## config.mk

```make
export PLATFORM = sky130hd
export DESIGN_NAME = console_command_line_recognizer_core
export DESIGN_NICKNAME = d
export VERILOG_FILES = /design/src/ccl_pkg.sv /design/src/ccl_line_mem.sv /design/src/ccl_cmp_unit.sv /design/src/console_command_line_recognizer_core.sv
export SDC_FILE = /design/constraint.sdc
export NUM_CORES = 1
export LEC_CHECK = 0
export BUFFER_PORTS_ARGS = -buffer_cell sky130_fd_sc_hd__buf_2
export CORE_ASPECT_RATIO = 0.6
export CORE_UTILIZATION = 63
export CTS_CLUSTER_DIAMETER = 80
export DETAILED_ROUTE_END_ITERATION = 8
export PLACE_DENSITY = 0.79
export SLEW_MARGIN = 20
export SYNTH_ARGS = -nofsm -noshare
export SYNTH_HDL_FRONTEND = slang
export SYNTH_SLANG_ARGS = --single-unit
export TNS_END_PERCENT = 5
```

## constraint.sdc

```tcl
create_clock -name i_clk -period 4.1 [get_ports i_clk]
set_clock_uncertainty 0.2 [all_clocks]
set_input_delay 0.41 -clock i_clk [delete_from_list [all_inputs] [get_ports i_clk]]
set_output_delay 0.41 -clock i_clk [all_outputs]
set_load 0.1 [all_outputs]
```

## src/ccl_pkg.sv

```systemverilog
`timescale 1ns / 1ps
`default_nettype none
// ----------------------------------------------------------------------------
// ccl_pkg
// Shared types and constants of the console command line recogniser.
// ----------------------------------------------------------------------------
package ccl_pkg;

    // Control characters
    localparam logic [7:0] CH_NUL   = 8'h00;
    localparam logic [7:0] CH_TAB   = 8'h09;
    localparam logic [7:0] CH_LF    = 8'h0A;
    localparam logic [7:0] CH_CR    = 8'h0D;
    localparam logic [7:0] CH_SPACE = 8'h20;

    // Command codes on the result stream
    localparam logic [1:0] CODE_AT      = 2'd0;
    localparam logic [1:0] CODE_CHECK   = 2'd1;
    localparam logic [1:0] CODE_HELP    = 2'd2;
    localparam logic [1:0] CODE_UNKNOWN = 2'd3;

    // Idle tick counter
    localparam int unsigned IDLE_W = 10;
    localparam logic [IDLE_W-1:0] IDLE_MAX       = 10'd1023;
    localparam logic [IDLE_W-1:0] IDLE_LIMIT_RST = 10'd150;

    // Command words: AT, CHECK, HELP, ?
    localparam int unsigned WORD_CNT = 4;
    localparam int unsigned POS_W    = 3;
    localparam int unsigned POS_N    = 8;
    localparam logic [POS_W-1:0] POS_MAX = 3'd7;

    localparam int unsigned W_AT    = 0;
    localparam int unsigned W_CHECK = 1;
    localparam int unsigned W_HELP  = 2;
    localparam int unsigned W_QUERY = 3;

    localparam logic [7:0] WORD_TXT [WORD_CNT][POS_N] = '{
        '{8'h41, 8'h54, 8'h00, 8'h00, 8'h00, 8'h00, 8'h00, 8'h00},
        '{8'h43, 8'h48, 8'h45, 8'h43, 8'h4B, 8'h00, 8'h00, 8'h00},
        '{8'h48, 8'h45, 8'h4C, 8'h50, 8'h00, 8'h00, 8'h00, 8'h00},
        '{8'h3F, 8'h00, 8'h00, 8'h00, 8'h00, 8'h00, 8'h00, 8'h00}
    };
    localparam logic [POS_W-1:0] WORD_LEN [WORD_CNT] = '{3'd2, 3'd5, 3'd4, 3'd1};

    // Dispatch sequencer
    typedef enum logic [1:0] {
        ST_IDLE,
        ST_SCAN,
        ST_FINISH
    } t_state;

    // Character classification from the compare unit
    typedef struct packed {
        logic                zero;
        logic                blank;
        logic [WORD_CNT-1:0] hit;
    } t_cmp_res;

    function automatic logic [7:0] fold_upper(input logic [7:0] c);
        logic [7:0] r;
        r = c;
        if (c inside {[8'h61:8'h7A]}) begin
            r = c - 8'h20;
        end
        return r;
    endfunction

endpackage
`default_nettype wire

```

## src/ccl_line_mem.sv

```systemverilog
`timescale 1ns / 1ps
`default_nettype none
// ----------------------------------------------------------------------------
// ccl_line_mem
// Line store: one write port, one registered read port.
// ----------------------------------------------------------------------------
module ccl_line_mem #(
    parameter int unsigned DEPTH  = 95,
    parameter int unsigned ADDR_W = 7
) (
    input  wire logic              i_clk,
    input  wire logic              i_wr_en,
    input  wire logic [ADDR_W-1:0] i_wr_addr,
    input  wire logic [7:0]        i_wr_data,
    input  wire logic              i_rd_en,
    input  wire logic [ADDR_W-1:0] i_rd_addr,
    output logic      [7:0]        o_rd_data
);

    logic [7:0] r_mem [DEPTH];

    always_ff @(posedge i_clk) begin
        if (i_wr_en) begin
            r_mem[i_wr_addr] <= i_wr_data;
        end
    end

    always_ff @(posedge i_clk) begin
        if (i_rd_en) begin
            o_rd_data <= r_mem[i_rd_addr];
        end
    end

endmodule
`default_nettype wire

```

## src/ccl_cmp_unit.sv

```systemverilog
`timescale 1ns / 1ps
`default_nettype none
// ----------------------------------------------------------------------------
// ccl_cmp_unit
// Shared character compare: classifies one stored character and matches it,
// case folded, against each command word at a given position.
// ----------------------------------------------------------------------------
module ccl_cmp_unit (
    input  wire logic [7:0]              i_char,
    input  wire logic [ccl_pkg::POS_W-1:0] i_pos,
    output ccl_pkg::t_cmp_res            o_res
);
    import ccl_pkg::*;

    logic [7:0] w_up;

    assign w_up = fold_upper(i_char);

    always_comb begin
        o_res.zero  = (i_char == CH_NUL);
        o_res.blank = (i_char == CH_SPACE) || (i_char == CH_TAB);
        for (int w = 0; w < WORD_CNT; w++) begin
            o_res.hit[w] = (i_pos < WORD_LEN[w]) && (w_up == WORD_TXT[w][i_pos]);
        end
    end

endmodule
`default_nettype wire

```

## src/console_command_line_recognizer_core.sv

```systemverilog
`timescale 1ns / 1ps
`default_nettype none
// A byte or a tick that does not dispatch is taken with s_axis_tready left high.
// A dispatch holds s_axis_tready low through the registered line-store scan and the
// decide state, longer while an earlier result still waits on m_axis; the result
// appears on the edge where tready returns.
// The input takes one transfer a cycle between dispatches and no new item during one.
// Reset (i_rst_n low, synchronous): line empty, idle 0, heartbeat on, limit 150, no result.
// ----------------------------------------------------------------------------
// console_command_line_recognizer_core
// Collects console bytes into a line store and, on CR/LF or idle timeout,
// walks the line through a shared compare unit to recognise AT, CHECK, HELP/?.
// ----------------------------------------------------------------------------
module console_command_line_recognizer_core #(
    parameter int unsigned LINE_CAPACITY = 96
) (
    input  wire logic       i_clk,
    input  wire logic       i_rst_n,
    // Configuration: idle_flush_ticks
    input  wire logic       i_cfg_wr_en,
    input  wire logic [9:0] i_cfg_wr_data,
    // Input stream
    input  wire logic       s_axis_tvalid,
    output logic            s_axis_tready,
    input  wire logic [7:0] s_axis_tdata,   // [7:0] rx_byte
    input  wire logic [0:0] s_axis_tuser,   // [0] func (0 byte, 1 tick)
    // Result stream
    output logic            m_axis_tvalid,
    input  wire logic       m_axis_tready,
    output logic      [7:0] m_axis_tdata    // [1:0] command, [2] heartbeat_on,
                                            // [3] by_timeout, [7:4] zero
);
    import ccl_pkg::*;

    localparam int unsigned DEPTH  = LINE_CAPACITY - 1;
    localparam int unsigned LEN_W  = $clog2(LINE_CAPACITY);
    localparam int unsigned ADDR_W = $clog2(DEPTH);
    localparam logic [LEN_W-1:0] LEN_FULL = LEN_W'(LINE_CAPACITY - 1);

    // ---------------------------------------------------------------- state
    t_state              r_state, n_state;
    logic [LEN_W-1:0]    r_len, n_len;          // stored characters
    logic [IDLE_W-1:0]   r_idle, n_idle;        // ticks since last byte
    logic [IDLE_W-1:0]   r_limit, n_limit;      // idle_flush_ticks
    logic                r_hb, n_hb;            // heartbeat flag
    logic                r_timeout, n_timeout;  // current dispatch cause
    // scan
    logic [LEN_W-1:0]    r_rd_idx, n_rd_idx;    // next read address
    logic                r_dv, n_dv;            // read data valid this cycle
    logic                r_cut, n_cut;          // zero byte seen: rest ignored
    logic                r_any, n_any;          // first non-blank found
    logic                r_gap, n_gap;          // blank seen after text start
    logic [POS_W-1:0]    r_pos, n_pos;          // next position from text start
    logic [POS_W-1:0]    r_last, n_last;        // trimmed length (saturating)
    logic [WORD_CNT-1:0] r_ok, n_ok;            // word still matching
    // result register
    logic                r_m_valid, n_m_valid;
    logic [3:0]          r_m_data, n_m_data;

    // ------------------------------------------------------------ decoding
    logic                s_xfer, is_tick, is_term, flush;
    logic [IDLE_W-1:0]   idle_inc;
    logic                wr_en, rd_en, out_load, out_free;
    logic [7:0]          rd_data;
    logic [POS_W-1:0]    cmp_pos;
    t_cmp_res            cmp;
    logic [WORD_CNT-1:0] match;
    logic [1:0]          cmd;

    assign s_xfer   = s_axis_tvalid && s_axis_tready;
    assign is_tick  = s_axis_tuser[0];
    assign is_term  = (s_axis_tdata == CH_CR) || (s_axis_tdata == CH_LF);
    assign idle_inc = (r_idle == IDLE_MAX) ? r_idle : r_idle + 10'd1;
    // a non-empty line is dispatched by a terminator or by the idle limit
    assign flush    = s_xfer && (r_len != '0)
                      && (is_tick ? (idle_inc >= r_limit) : is_term);
    assign out_free = !r_m_valid || m_axis_tready;

    // --------------------------------------------------------- line store
    ccl_line_mem #(
        .DEPTH  (DEPTH),
        .ADDR_W (ADDR_W)
    ) u_mem (
        .i_clk     (i_clk),
        .i_wr_en   (wr_en),
        .i_wr_addr (r_len[ADDR_W-1:0]),
        .i_wr_data (s_axis_tdata),
        .i_rd_en   (rd_en),
        .i_rd_addr (r_rd_idx[ADDR_W-1:0]),
        .o_rd_data (rd_data)
    );

    // ----------------------------------------------------- compare unit
    assign cmp_pos = r_any ? r_pos : '0;

    ccl_cmp_unit u_cmp (
        .i_char (rd_data),
        .i_pos  (cmp_pos),
        .o_res  (cmp)
    );

    // trimmed text must cover every word position, all non-blank
    always_comb begin
        for (int w = 0; w < WORD_CNT; w++) begin
            match[w] = r_ok[w] && (r_last == WORD_LEN[w]);
        end
        if (match[W_AT]) begin
            cmd = CODE_AT;
        end else if (match[W_CHECK]) begin
            cmd = CODE_CHECK;
        end else if (match[W_HELP] || match[W_QUERY]) begin
            cmd = CODE_HELP;
        end else begin
            cmd = CODE_UNKNOWN;
        end
    end

    // ------------------------------------------------------- next state
    always_comb begin
        n_state = r_state;
        case (r_state)
            ST_IDLE: begin
                if (flush) begin
                    n_state = ST_SCAN;
                end
            end
            ST_SCAN: begin
                if ((r_rd_idx == r_len) && !r_dv) begin
                    n_state = ST_FINISH;
                end
            end
            ST_FINISH: begin
                // a blank line leaves at once; otherwise wait for the result slot
                if (!r_any || out_free) begin
                    n_state = ST_IDLE;
                end
            end
            default: n_state = ST_IDLE;
        endcase
    end

    // ----------------------------------------------------- FSM outputs
    always_comb begin
        s_axis_tready = 1'b0;
        rd_en         = 1'b0;
        out_load      = 1'b0;
        case (r_state)
            ST_IDLE: begin
                s_axis_tready = 1'b1;
            end
            ST_SCAN: begin
                rd_en = (r_rd_idx != r_len);
            end
            ST_FINISH: begin
                out_load = r_any && out_free;
            end
            default: begin
                s_axis_tready = 1'b0;
            end
        endcase
    end

    assign wr_en = s_xfer && !is_tick && !is_term && (r_len < LEN_FULL);

    // --------------------------------------------------------- datapath
    always_comb begin
        n_len     = r_len;
        n_idle    = r_idle;
        n_limit   = r_limit;
        n_hb      = r_hb;
        n_timeout = r_timeout;
        n_rd_idx  = r_rd_idx;
        n_dv      = rd_en;
        n_cut     = r_cut;
        n_any     = r_any;
        n_gap     = r_gap;
        n_pos     = r_pos;
        n_last    = r_last;
        n_ok      = r_ok;
        n_m_valid = r_m_valid;
        n_m_data  = r_m_data;

        if (i_cfg_wr_en) begin
            n_limit = i_cfg_wr_data;
        end

        // byte and tick handling
        if (s_xfer) begin
            if (is_tick) begin
                n_idle = idle_inc;
            end else begin
                n_idle = '0;
                if (!is_term) begin
                    // overlong line: drop it together with this byte
                    n_len = (r_len < LEN_FULL) ? r_len + 1'b1 : '0;
                end
            end
        end

        if (flush) begin
            n_timeout = is_tick;
            n_rd_idx  = '0;
            n_cut     = 1'b0;
            n_any     = 1'b0;
            n_gap     = 1'b0;
            n_pos     = '0;
            n_last    = '0;
        end

        // scan: one character a cycle through the compare unit
        if (rd_en) begin
            n_rd_idx = r_rd_idx + 1'b1;
        end
        if (r_state == ST_SCAN && r_dv && !r_cut) begin
            if (cmp.zero) begin
                n_cut = 1'b1;
            end else if (cmp.blank) begin
                if (r_any) begin
                    n_gap = 1'b1;
                    n_pos = (r_pos == POS_MAX) ? r_pos : r_pos + 1'b1;
                end
            end else begin
                n_any  = 1'b1;
                n_ok   = (r_any ? r_ok : '1) & cmp.hit
                         & {WORD_CNT{!(r_any && r_gap)}};
                n_pos  = (cmp_pos == POS_MAX) ? cmp_pos : cmp_pos + 1'b1;
                n_last = (cmp_pos == POS_MAX) ? cmp_pos : cmp_pos + 1'b1;
            end
        end

        if (r_state == ST_FINISH) begin
            n_len = '0;
        end

        // result register
        if (out_load) begin
            n_m_valid = 1'b1;
            n_hb      = match[W_AT] ? !r_hb : r_hb;
            n_m_data  = {r_timeout, (match[W_AT] ? !r_hb : r_hb), cmd};
        end else if (m_axis_tready) begin
            n_m_valid = 1'b0;
        end
    end

    // -------------------------------------------------------- registers
    always_ff @(posedge i_clk) begin
        if (!i_rst_n) begin
            r_state   <= ST_IDLE;
            r_len     <= '0;
            r_idle    <= '0;
            r_limit   <= IDLE_LIMIT_RST;
            r_hb      <= 1'b1;
            r_dv      <= 1'b0;
            r_m_valid <= 1'b0;
        end else begin
            r_state   <= n_state;
            r_len     <= n_len;
            r_idle    <= n_idle;
            r_limit   <= n_limit;
            r_hb      <= n_hb;
            r_dv      <= n_dv;
            r_m_valid <= n_m_valid;
        end
    end

    always_ff @(posedge i_clk) begin
        r_timeout <= n_timeout;
        r_rd_idx  <= n_rd_idx;
        r_cut     <= n_cut;
        r_any     <= n_any;
        r_gap     <= n_gap;
        r_pos     <= n_pos;
        r_last    <= n_last;
        r_ok      <= n_ok;
        r_m_data  <= n_m_data;
    end

    assign m_axis_tvalid = r_m_valid;
    assign m_axis_tdata  = {4'b0000, r_m_data};

endmodule
`default_nettype wire

```

==> results of run 1 <==
-- flip-flops by register name (all words and copies together), names as in the netlist, 4 cells and up --
name	cells
u_mem.o_rd_data	8
r_len	7
r_limit	10
r_m_data	4
r_ok	4
u_mem.r_mem	760
r_rd_idx	7
r_idle	10
-- final timing paths --
path | slack, ns | endpoint | cells past startpoint
max | 0.37 | r_rd_idx[6] | 10
min | 0.06 | u_mem.r_mem[84][3] | 1
min reg2reg | 0.23 | r_m_data[3] | 0
max reg2reg | 0.37 | r_rd_idx[6] | 10
-- cells in the mapped netlist (9+ instances only) --
| cell | instances |
|---|---|
| a22oi_1 | 14 |
| o22ai_1 | 10 |
| and3_1 | 9 |
| nand4_1 | 9 |
| buf_6 | 14 |
| nand2_1 | 102 |
| o21ai_0 | 35 |
| o221ai_1 | 11 |
| edfxtp_1 | 787 |
| nor2b_1 | 17 |
| buf_4 | 12 |
| o211ai_1 | 9 |
| clkbuf_1 | 37 |
| a31oi_1 | 12 |
| ha_1 | 22 |
| nor3_1 | 15 |
| mux2i_1 | 66 |
| nand3_1 | 29 |
| nor2_1 | 163 |
| a211oi_1 | 14 |
| buf_1 | 11 |
| a21oi_1 | 49 |
| buf_2 | 27 |
| nor4_1 | 11 |
| xnor2_1 | 15 |
| dfxtp_1 | 38 |
| inv_1 | 27 |
| mux4_2 | 178 |
| xor2_1 | 12 |
-- layer usage --
| metal | vias to the layer above | GRT usage (%) |
|---|---|---|
| li1 | 7627 | - |
| met1 | 9466 | 50.1 |
| met2 | 1615 | 42.8 |
| met3 | 189 | 8.99 |
| met4 | 4 | 7.08 |
| met5 | - | 0 |
-- cell families after synthesis --
family | count (synthesis) | share of synthesized area (%)
buffers and inverters | 134 | 2.19
other | 1 | 0.0112
XOR/XNOR | 27 | 0.705
AND/OR/NAND/NOR | 391 | 5.26
adder cells (fa/ha/maj) | 22 | 0.821
multiplexers | 250 | 14.1
AO/OA/AOI/OAI | 207 | 4.16
flip-flops | 825 | 72.7
-- metrics by stage --
stage / setup slack (ns) / hold slack (ns) / cell area [um^2] / power [mW] / instances
after floorplan: 0.0537 / 0.200 / 33500 / 9.71 / 1860
after global routing: 0.113 / 0.0476 / 37000 / 16.7 / 2703
final: 0.368 / 0.0645 / 37000 / 16.4 / 2703
after global placement: 0.550 / 0.214 / 34500 / 9.96 / 2553
after detailed placement: 0.486 / 0.213 / 34500 / 9.98 / 2553
after CTS: 0.473 / 0.0396 / 36900 / 16.4 / 2701
-- area by class of cell --
cell class                 instances  area (um^2)
tap                              703          880
timing repair buffer             116          976
fill                            3144        15600
multi-input combinational        901         8420
clock inverter                    32          256
sequential                       825        24400
clock buffer                      97         1940
inverter                          29          109
-- worst reg2reg max path: cells and delay by family (launching register included) --
family	cells	cell delay (ns)
flops	1	0.41
simple gates	4	1.11
fa+ha+maj	2	0.59
mux	1	0.38
compound gates	3	0.74
-- power by group through the flow --
stage                     registers, mW  logic, mW  clock network [mW]
after floorplan                    9.43      0.279                   0
after CTS                          9.26      0.553                6.54
after global routing               9.26      0.599                6.85
after detailed placement           9.44      0.535                   0
after global placement             9.44      0.519                   0
final                              9.26      0.571                6.53
-- cell usage in the layout, fill, tap and decap left out, types with 6 or more instances in the layout --
cell / Yosys / routed
nand2b_1: 6 / 6
a311oi_1: 6 / 6
o221ai_1: 11 / 11
clkbuf_16: 0 / 73
a21o_1: 6 / 6
mux2_2: 6 / 6
dlygate4sd3_1: 0 / 19
a31oi_1: 12 / 12
clkinv_1: 2 / 7
nand3_1: 29 / 29
buf_2: 27 / 28
and3_1: 9 / 9
xnor2_1: 15 / 15
a211oi_1: 14 / 14
o211ai_1: 9 / 9
mux4_2: 178 / 178
buf_12: 1 / 7
nand2_1: 102 / 102
nor3_1: 15 / 15
mux2i_1: 66 / 66
xor2_1: 12 / 12
dfxtp_1: 38 / 38
ha_1: 22 / 22
o22ai_1: 10 / 10
a22oi_1: 14 / 14
nor4_1: 11 / 11
o21ai_0: 35 / 35
clkbuf_1: 37 / 22
nand4_1: 9 / 9
nor2b_1: 17 / 17
a21oi_1: 49 / 49
clkinv_2: 0 / 16
edfxtp_1: 787 / 787
nor2_1: 163 / 163
inv_1: 27 / 27
buf_4: 12 / 60
-- repair_timing --
item | in CTS | in global routing
hold buffers | 19 | 0
gates resized for setup | 0 | 0
endpoints found under the hold margin | 25 | 0
==> results.py, run 1 <==
metrics = {
    "setup_path": {
        "crit_buf_inv": 0,
        "critPathMaxStageDelay_ns": 0.43,
        "worstSetupEndpointType": "flop",
        "start_kind": "flop",
        "critPathMaxFanout": 7,
        "critical_path_class": "flop to flop",
        "required_ns": 4.19,
        "worst_ep_arrival_time_ns": 3.83,
        "path_cells": "ha_1, nand2_1, nor2_1, mux2_2, ha_1, a31oi_1, o21ai_0, a31oi_1, or2_2, nand2_1",
        "r2r-start": "r_idle[0]",
        "crit_slowest_cell": "o21ai_0",
        "critPathTopFamily": "simple AND/OR/NAND/NOR gates",
        "cp-startpoint": "r_idle[0]",
    },
    "sta": {
        "relSlewSlack_pct": 22.8,
        "fin_crit_sh_pct": 91.0,
        "period_needed_ns": 3.73,
        "final_hold_viol_count": 0,
        "tns_ns": 0,
        "tightest_slew_ns": 1.16,
        "slew_violations": 0,
        "fmax_ghz": 0.268,
        "rsz0062_at_grt": "false",
        "setup_violations": 0,
    },
    "grt": {
        "grt_first_pass_wirelength_um": 122000,
        "grt_pass1_vias": 18100,
        "antenna_found_initial": 2,
        "grt.overflow.total": 0,
        "grtUsageTotal_pct": 31.2,
        "grt_max_degree": 96,
    },
    "logic_synthesis": {
        "async_flop_share_pct": 0,
        "synth_area_leader_cell": "edfxtp_1",
        "synth_area_leaders": "edfxtp_1, mux4_2, dfxtp_1, mux2i_1, nor2_1",
        "synth_seq_area_share_pct": 72.7,
        "synth_edf_count": 787,
        "synthDominantCellAreaShare_pct": 70.5,
        "syn-cell-area_um2": 33500,
        "ys_dominant_reg_cell": "edfxtp_1",
        "synth_cells": 1857,
        "synth-seq-cells": 825,
        "yosysWarnings": 0,
        "syn_avg_cell_area_um2": 18.1,
        "synth_cell_types": 73,
    },
    "cts": {
        "cts.clk_slew.worst_paths_ns": 0.07,
        "htree_levels": 3,
        "max-clock-path-buffers": 3,
        "cts_setup_buffers": 0,
        "cts-root-buf": "clkbuf_16",
        "insertion_delay_ns": 0.61,
        "cts_num_sinks": 825,
        "cts_buffers": 71,
        "cts_tree": "yes",
    },
    "floorplan": {
        "fp.dieH_um": 181,
        "rows": 65,
        "die_area_um2": 54200,
        "pin_count": 34,
        "core_um2": 52500,
        "chipWidth_um": 300,
        "start_util_pct": 63.8,
    },
    "finish": {
        "drive_above_1_share_pct": 19.8,
        "final_util_pct": 70.4,
        "diodes": 0,
        "layout.nets": 1990,
        "area_growth_pct": 10.2,
    },
    "drt": {
        "drtIter0Drc": 3298,
        "final_antenna_net_count": 0,
        "via_per_inst": 6.99,
        "drt_first_pass_iters": 6,
        "routed.top_layer": "met5",
        "wirelength_um": 82800,
        "num_vias": 18900,
        "drc_errors": 0,
        "wl_met3_um": 12500,
        "drt-wirelength-per-cell_um": 30.6,
        "met1Wirelength_um": 33200,
        "wl_met2_um": 35100,
    },
    "power": {
        "switching_share_pct": 20.8,
        "p_per_area_nw_per_um2": 442,
        "p_clk_share_pct": 39.9,
        "p_int_mw": 13.0,
        "p_seq_share_pct": 56.6,
        "p_switching_mw": 3.41,
        "combPwrFrac_pct": 3.5,
        "irDropWorstVdd_uv": 381,
        "p_leak_nw": 12.0,
    },
    "min_path": {
        "holdCritStartpoint": "s_axis_tdata[3]",
        "min_path_type": "input port to flop",
    },
    "place": {
        "io_buffer_count": 29,
        "gp_congestion": 0.939,
        "hpwlAfterDp_um": 51500,
    },
    "outcome": {
        "status": "completed",
    },
    "job": {
        "maxCapViolCount": 0,
    },
}
Note: power is estimated with default switching activity, not from simulation.
==> run 2, diff against run 1 <==
Settings changed: CORE_UTILIZATION 63 to 65, PLACE_DENSITY 0.79 to 0.82.
Clock period 4.1 ns to 4.69 ns, I/O delays scaled along.
==> run 2 against run 1 <==
Sequential power down 13%; first-iteration DRC count down 10%; sequential share of layout area up 0.20 points; critical endpoint is now u_mem.r_mem[67][3].
==> results.py, run 2 (synthesis results as in run 1) <==
metrics = {
    "outcome": {
        "status": "completed",
    },
    "drt": {
        "drt_first_pass_iters": 6,
        "via_per_inst": 7.18,
        "drc_errors": 0,
        "wirelength_um": 88100,
        "final_antenna_net_count": 0,
        "num_vias": 19100,
        "drt-wirelength-per-cell_um": 33.1,
        "drtIter0Drc": 2964,
    },
    "grt": {
        "grtUsageTotal_pct": 34.1,
        "grt_first_pass_wirelength_um": 125000,
        "antenna_found_initial": 3,
        "grt.overflow.total": 0,
        "grt_pass1_vias": 18300,
        "grt_max_degree": 98,
    },
    "job": {
        "maxCapViolCount": 0,
    },
    "floorplan": {
        "rows": 64,
        "start_util_pct": 65.9,
        "die_area_um2": 52500,
        "fp.dieH_um": 178,
        "chipWidth_um": 295,
        "core_um2": 50900,
        "pin_count": 34,
    },
    "cts": {
        "cts_buffers": 70,
        "cts-root-buf": "clkbuf_16",
        "cts.clk_slew.worst_paths_ns": 0.06,
        "cts_setup_buffers": 0,
        "htree_levels": 3,
        "max-clock-path-buffers": 3,
        "insertion_delay_ns": 0.60,
        "cts_num_sinks": 825,
        "cts_tree": "yes",
    },
    "sta": {
        "fin_crit_sh_pct": 91.0,
        "rsz0062_at_grt": "false",
        "period_needed_ns": 4.27,
        "final_hold_viol_count": 0,
        "setup_violations": 0,
        "fmax_ghz": 0.234,
        "layout_setup_ws_ns": 0.421,
        "tns_ns": 0,
        "tightest_slew_ns": 1.21,
        "slew_violations": 0,
        "relSlewSlack_pct": 18.8,
    },
    "finish": {
        "drive_above_1_share_pct": 19.0,
        "final_common_cell": "edfxtp_1",
        "layout_common_cells": "edfxtp_1, mux4_2, nor2_1",
        "diodes": 0,
        "area_growth_pct": 9.92,
        "largest-register": "u_mem.r_mem",
        "largest_reg_flops": 760,
        "reg_top3": "u_mem.r_mem (760), r_idle (10), r_limit (10)",
        "layout.nets": 1964,
    },
    "setup_path": {
        "required_ns": 4.72,
        "critPathMaxFanout": 11,
        "critical_path_class": "flop to flop",
        "reg2regPathDepth": 6,
        "worstSetupEndpointType": "flop",
        "r2r-end": "u_mem.r_mem[67][3]",
        "worst_ep_arrival_time_ns": 4.29,
        "r2r-start": "r_state[1]",
        "rrSetupSlack_ns": 0.42,
        "start_kind": "flop",
        "cp-startpoint": "r_state[1]",
    },
    "place": {
        "io_buffer_count": 29,
        "hpwlAfterDp_um": 52300,
        "preCtsSetupSlack_ns": 0.438,
        "gp_congestion": 0.907,
    },
    "power": {
        "p_per_area_nw_per_um2": 396,
        "p_leak_nw": 11.9,
        "fin_total_pwr_mw": 14.6,
        "irDropWorstVdd_uv": 396,
    },
    "min_path": {
        "holdCritStartpoint": "m_axis_tready",
        "hold_path_depth": 4,
        "holdPathEnd": "r_state[1]",
        "min_path_type": "input port to flop",
    },
}
## run 2: per-stage QoR
step                      hold WS, ns  instance area (um^2)  cells  utilization, %
after floorplan                 0.200                 33500   1860               -
after global routing           0.0499                 36900   2664            72.4
after global placement          0.217                 34400   2526            67.6
after CTS                      0.0206                 36800   2663            72.3
final                          0.0447                 36900   2664            72.4
after detailed placement        0.213                 34400   2526            67.6
## run 2: final cells by class
| cell class | count | area (um^2) |
|---|---|---|
| inverter | 29 | 109 |
| sequential | 825 | 24400 |
| tap | 693 | 867 |
| fill | 2865 | 14100 |
| multi-input combinational | 901 | 8420 |
| clock inverter | 36 | 402 |
| clock buffer | 89 | 1910 |
| timing repair buffer | 91 | 763 |
## run 2: where the power goes
| group | internal [mW] | leakage [nW] | switching (mW) |
|---|---|---|---|
| registers | 8.07 | 7.39 | 0.0231 |
| clock network | 3.34 | 1.13 | 2.68 |
| logic | 0.149 | 3.40 | 0.340 |
## run 2: repair_timing
action,4_1_cts,5_1_grt
hold endpoints to repair,11,0
hold buffers,12,0
resized for setup,0,0
## run 2: layer usage
metal	vias up	GRT usage, %	part of all wire, %
li1	7577	-	-
met4	6	9.87	3.2
met5	-	0	0.039
met2	1719	48.0	43
met3	248	13.7	16
met1	9581	49.5	37
## run 2: worst max-delay path, cell delays in order (launching register included)
cell     delay (ns)
dfxtp_1        0.35
nor2_1         0.18
nand2_1        0.36
a311o_1        0.58
nor3_2         0.36
nand3_1        0.84
nor2_1         1.02
## run 2: worst max-delay path by stage
| stage | slack, ns | to | cells past startpoint |
|---|---|---|---|
| after global placement | 0.56 | u_mem.r_mem[43][5] | 8 |
| after detailed placement | 0.44 | u_mem.r_mem[43][4] | 8 |
| after floorplan | 0.64 | u_mem.r_mem[75][0] | 8 |
| final | 0.42 | u_mem.r_mem[67][3] | 6 |
| after CTS | 0.61 | u_mem.r_mem[43][3] | 7 |
| after global routing | 0.36 | u_mem.r_mem[43][6] | 7 |
==> run 3, diff against run 2 <==
Settings changed: CORE_UTILIZATION 65 to 60, PLACE_DENSITY 0.82 to 0.76.
==> run 3 against run 2 <==
Sequential power about the same; design area increased by 0.60%; wire length decreased by 3.4%; sequential share of layout area decreased by 0.40 points; die area increased by 8.3%; clock power increased by 2%; power increased by 0.71%; critical endpoint is now u_mem.o_rd_data[2].
==> results.py, run 3 (synthesis results as in run 1) <==
metrics = {
    "setup_path": {
        "required_ns": 4.84,
        "reg2regPathDepth": 7,
        "rrSetupSlack_ns": 0.87,
        "critPathMaxFanout": 17,
        "critical_path_class": "flop to flop",
        "r2r-end": "u_mem.o_rd_data[2]",
        "worst_ep_arrival_time_ns": 3.98,
        "worstSetupEndpointType": "flop",
        "r2r-start": "r_rd_idx[2]",
        "start_kind": "flop",
    },
    "place": {
        "hpwlAfterDp_um": 52000,
        "gp_congestion": 0.921,
        "dp.cells": 2590,
        "io_buffer_count": 29,
    },
    "cts": {
        "cts_tree": "yes",
        "cts_num_sinks": 825,
        "cts_buffers": 71,
        "cts.clk_slew.worst_paths_ns": 0.07,
        "cts-root-buf": "clkbuf_16",
        "max-clock-path-buffers": 3,
        "htree_levels": 3,
        "insertion_delay_ns": 0.62,
    },
    "power": {
        "p_seq_share_pct": 55.0,
        "p_leak_nw": 12.0,
        "fin_total_pwr_mw": 14.7,
        "combPwrFrac_pct": 3.4,
        "switching_share_pct": 20.4,
        "p_switching_mw": 3.01,
        "p_int_mw": 11.7,
        "p_clk_share_pct": 41.6,
        "irDropWorstVdd_uv": 314,
        "p_per_area_nw_per_um2": 397,
    },
    "finish": {
        "largest_reg_flops": 760,
        "final_common_cell": "edfxtp_1",
        "area_growth_pct": 10.6,
        "layout_common_cells": "edfxtp_1, mux4_2, nor2_1",
        "drive_above_1_share_pct": 19.5,
        "diodes": 0,
        "instances_no_fill": 2734,
        "layout.nets": 1979,
        "largest-register": "u_mem.r_mem",
        "fillers": 3439,
        "reg_top3": "u_mem.r_mem (760), r_idle (10), r_limit (10)",
    },
    "min_path": {
        "holdCritStartpoint": "m_axis_tready",
        "hold_path_depth": 4,
        "min_path_type": "input port to flop",
        "holdPathEnd": "r_state[1]",
    },
    "drt": {
        "drt_first_pass_iters": 6,
        "wirelength_um": 85100,
        "drc_errors": 0,
        "drt-wirelength-per-cell_um": 31.1,
        "via_per_inst": 6.92,
        "final_antenna_net_count": 0,
        "num_vias": 18900,
        "drtIter0Drc": 3186,
    },
    "sta": {
        "tightest_slew_ns": 1.19,
        "slew_violations": 0,
        "setup_violations": 0,
        "rsz0062_at_grt": "false",
        "tns_ns": 0,
        "period_needed_ns": 3.82,
        "final_hold_viol_count": 0,
        "relSlewSlack_pct": 20.8,
        "fin_crit_sh_pct": 81.5,
        "fmax_ghz": 0.262,
    },
    "grt": {
        "grt.overflow.total": 0,
        "antenna_found_initial": 0,
        "grt_pass1_vias": 18100,
        "grtUsageTotal_pct": 30.4,
        "grt_max_degree": 96,
        "grt_first_pass_wirelength_um": 123000,
    },
    "floorplan": {
        "pin_count": 34,
        "chipWidth_um": 307,
        "die_area_um2": 56900,
        "fp.dieH_um": 185,
        "start_util_pct": 61.3,
        "rows": 66,
        "core_um2": 54700,
    },
    "job": {
        "maxCapViolCount": 0,
    },
    "outcome": {
        "status": "completed",
    },
}
==> run 3: per-stage QoR <==
step                      hold slack (ns)  utilization (%)  instance area [um^2]  worst slack [ns]
after floorplan                     0.200                -                 33500             0.644
after global placement              0.207             63.1                 34500             0.919
after CTS                          0.0169             67.8                 37100             0.957
after global routing               0.0445             67.8                 37100             0.708
after detailed placement            0.212             63.1                 34500             0.795
final                              0.0410             67.8                 37100             0.867
==> run 3: worst max-delay path by stage <==
stage	to	start	slack (ns)	depth (start not counted)
2_1_floorplan	u_mem.r_mem[75][0]	r_state[1]	0.64	8
3_3_place_gp	u_mem.r_mem[52][2]	s_axis_tdata[2]	0.92	8
3_5_place_dp	u_mem.r_mem[29][6]	s_axis_tdata[2]	0.79	8
4_1_cts	u_mem.o_rd_data[2]	r_rd_idx[2]	0.96	7
5_1_grt	u_mem.r_mem[29][4]	r_state[1]	0.71	7
6_report	u_mem.o_rd_data[2]	r_rd_idx[2]	0.87	7
==> run 3: layout make-up <==
cell class,count,area [um^2],share of cell area [%]
multi-input combinational,901,8430,22.7
clock buffer,92,1970,5.32
inverter,29,109,0.294
clock inverter,34,412,1.11
sequential,825,24400,65.8
tap,748,936,2.52
timing repair buffer,105,835,2.25
==> run 3: power by group through the flow <==
| stage | sequential, mW | clock (mW) | combinational, mW |
|---|---|---|---|
| 6_report | 8.10 | 6.12 | 0.496 |
| 5_1_grt | 8.09 | 6.39 | 0.520 |
| 4_1_cts | 8.10 | 6.14 | 0.483 |
| 3_5_place_dp | 8.26 | 0 | 0.469 |
| 3_3_place_gp | 8.26 | 0 | 0.456 |
| 2_1_floorplan | 8.24 | 0 | 0.244 |
==> run 3: metal layers <==
layer  up-vias  GRT usage (%)  wire (um)
met5         -              0          0
met4         0           7.54       1950
met3       170           10.9      13000
met2      1500           41.4      35900
met1      9652           46.9      34200
li1       7598              -          -
==> run 3: repair_timing <==
action | CTS | global route
endpoints found under the hold margin | 13 | 0
buffers inserted | 0 | 0
resized for setup | 0 | 0
hold buffers | 17 | 0
==> run 3: worst max-delay path, stage by stage, from the launching register on <==
cell	delay, ns
edfxtp_1	0.74
buf_4	0.40
mux4_2	0.34
nor2b_1	0.15
a2111oi_0	0.78
nor4_1	0.23
buf_4	0.21
or4_1	0.52
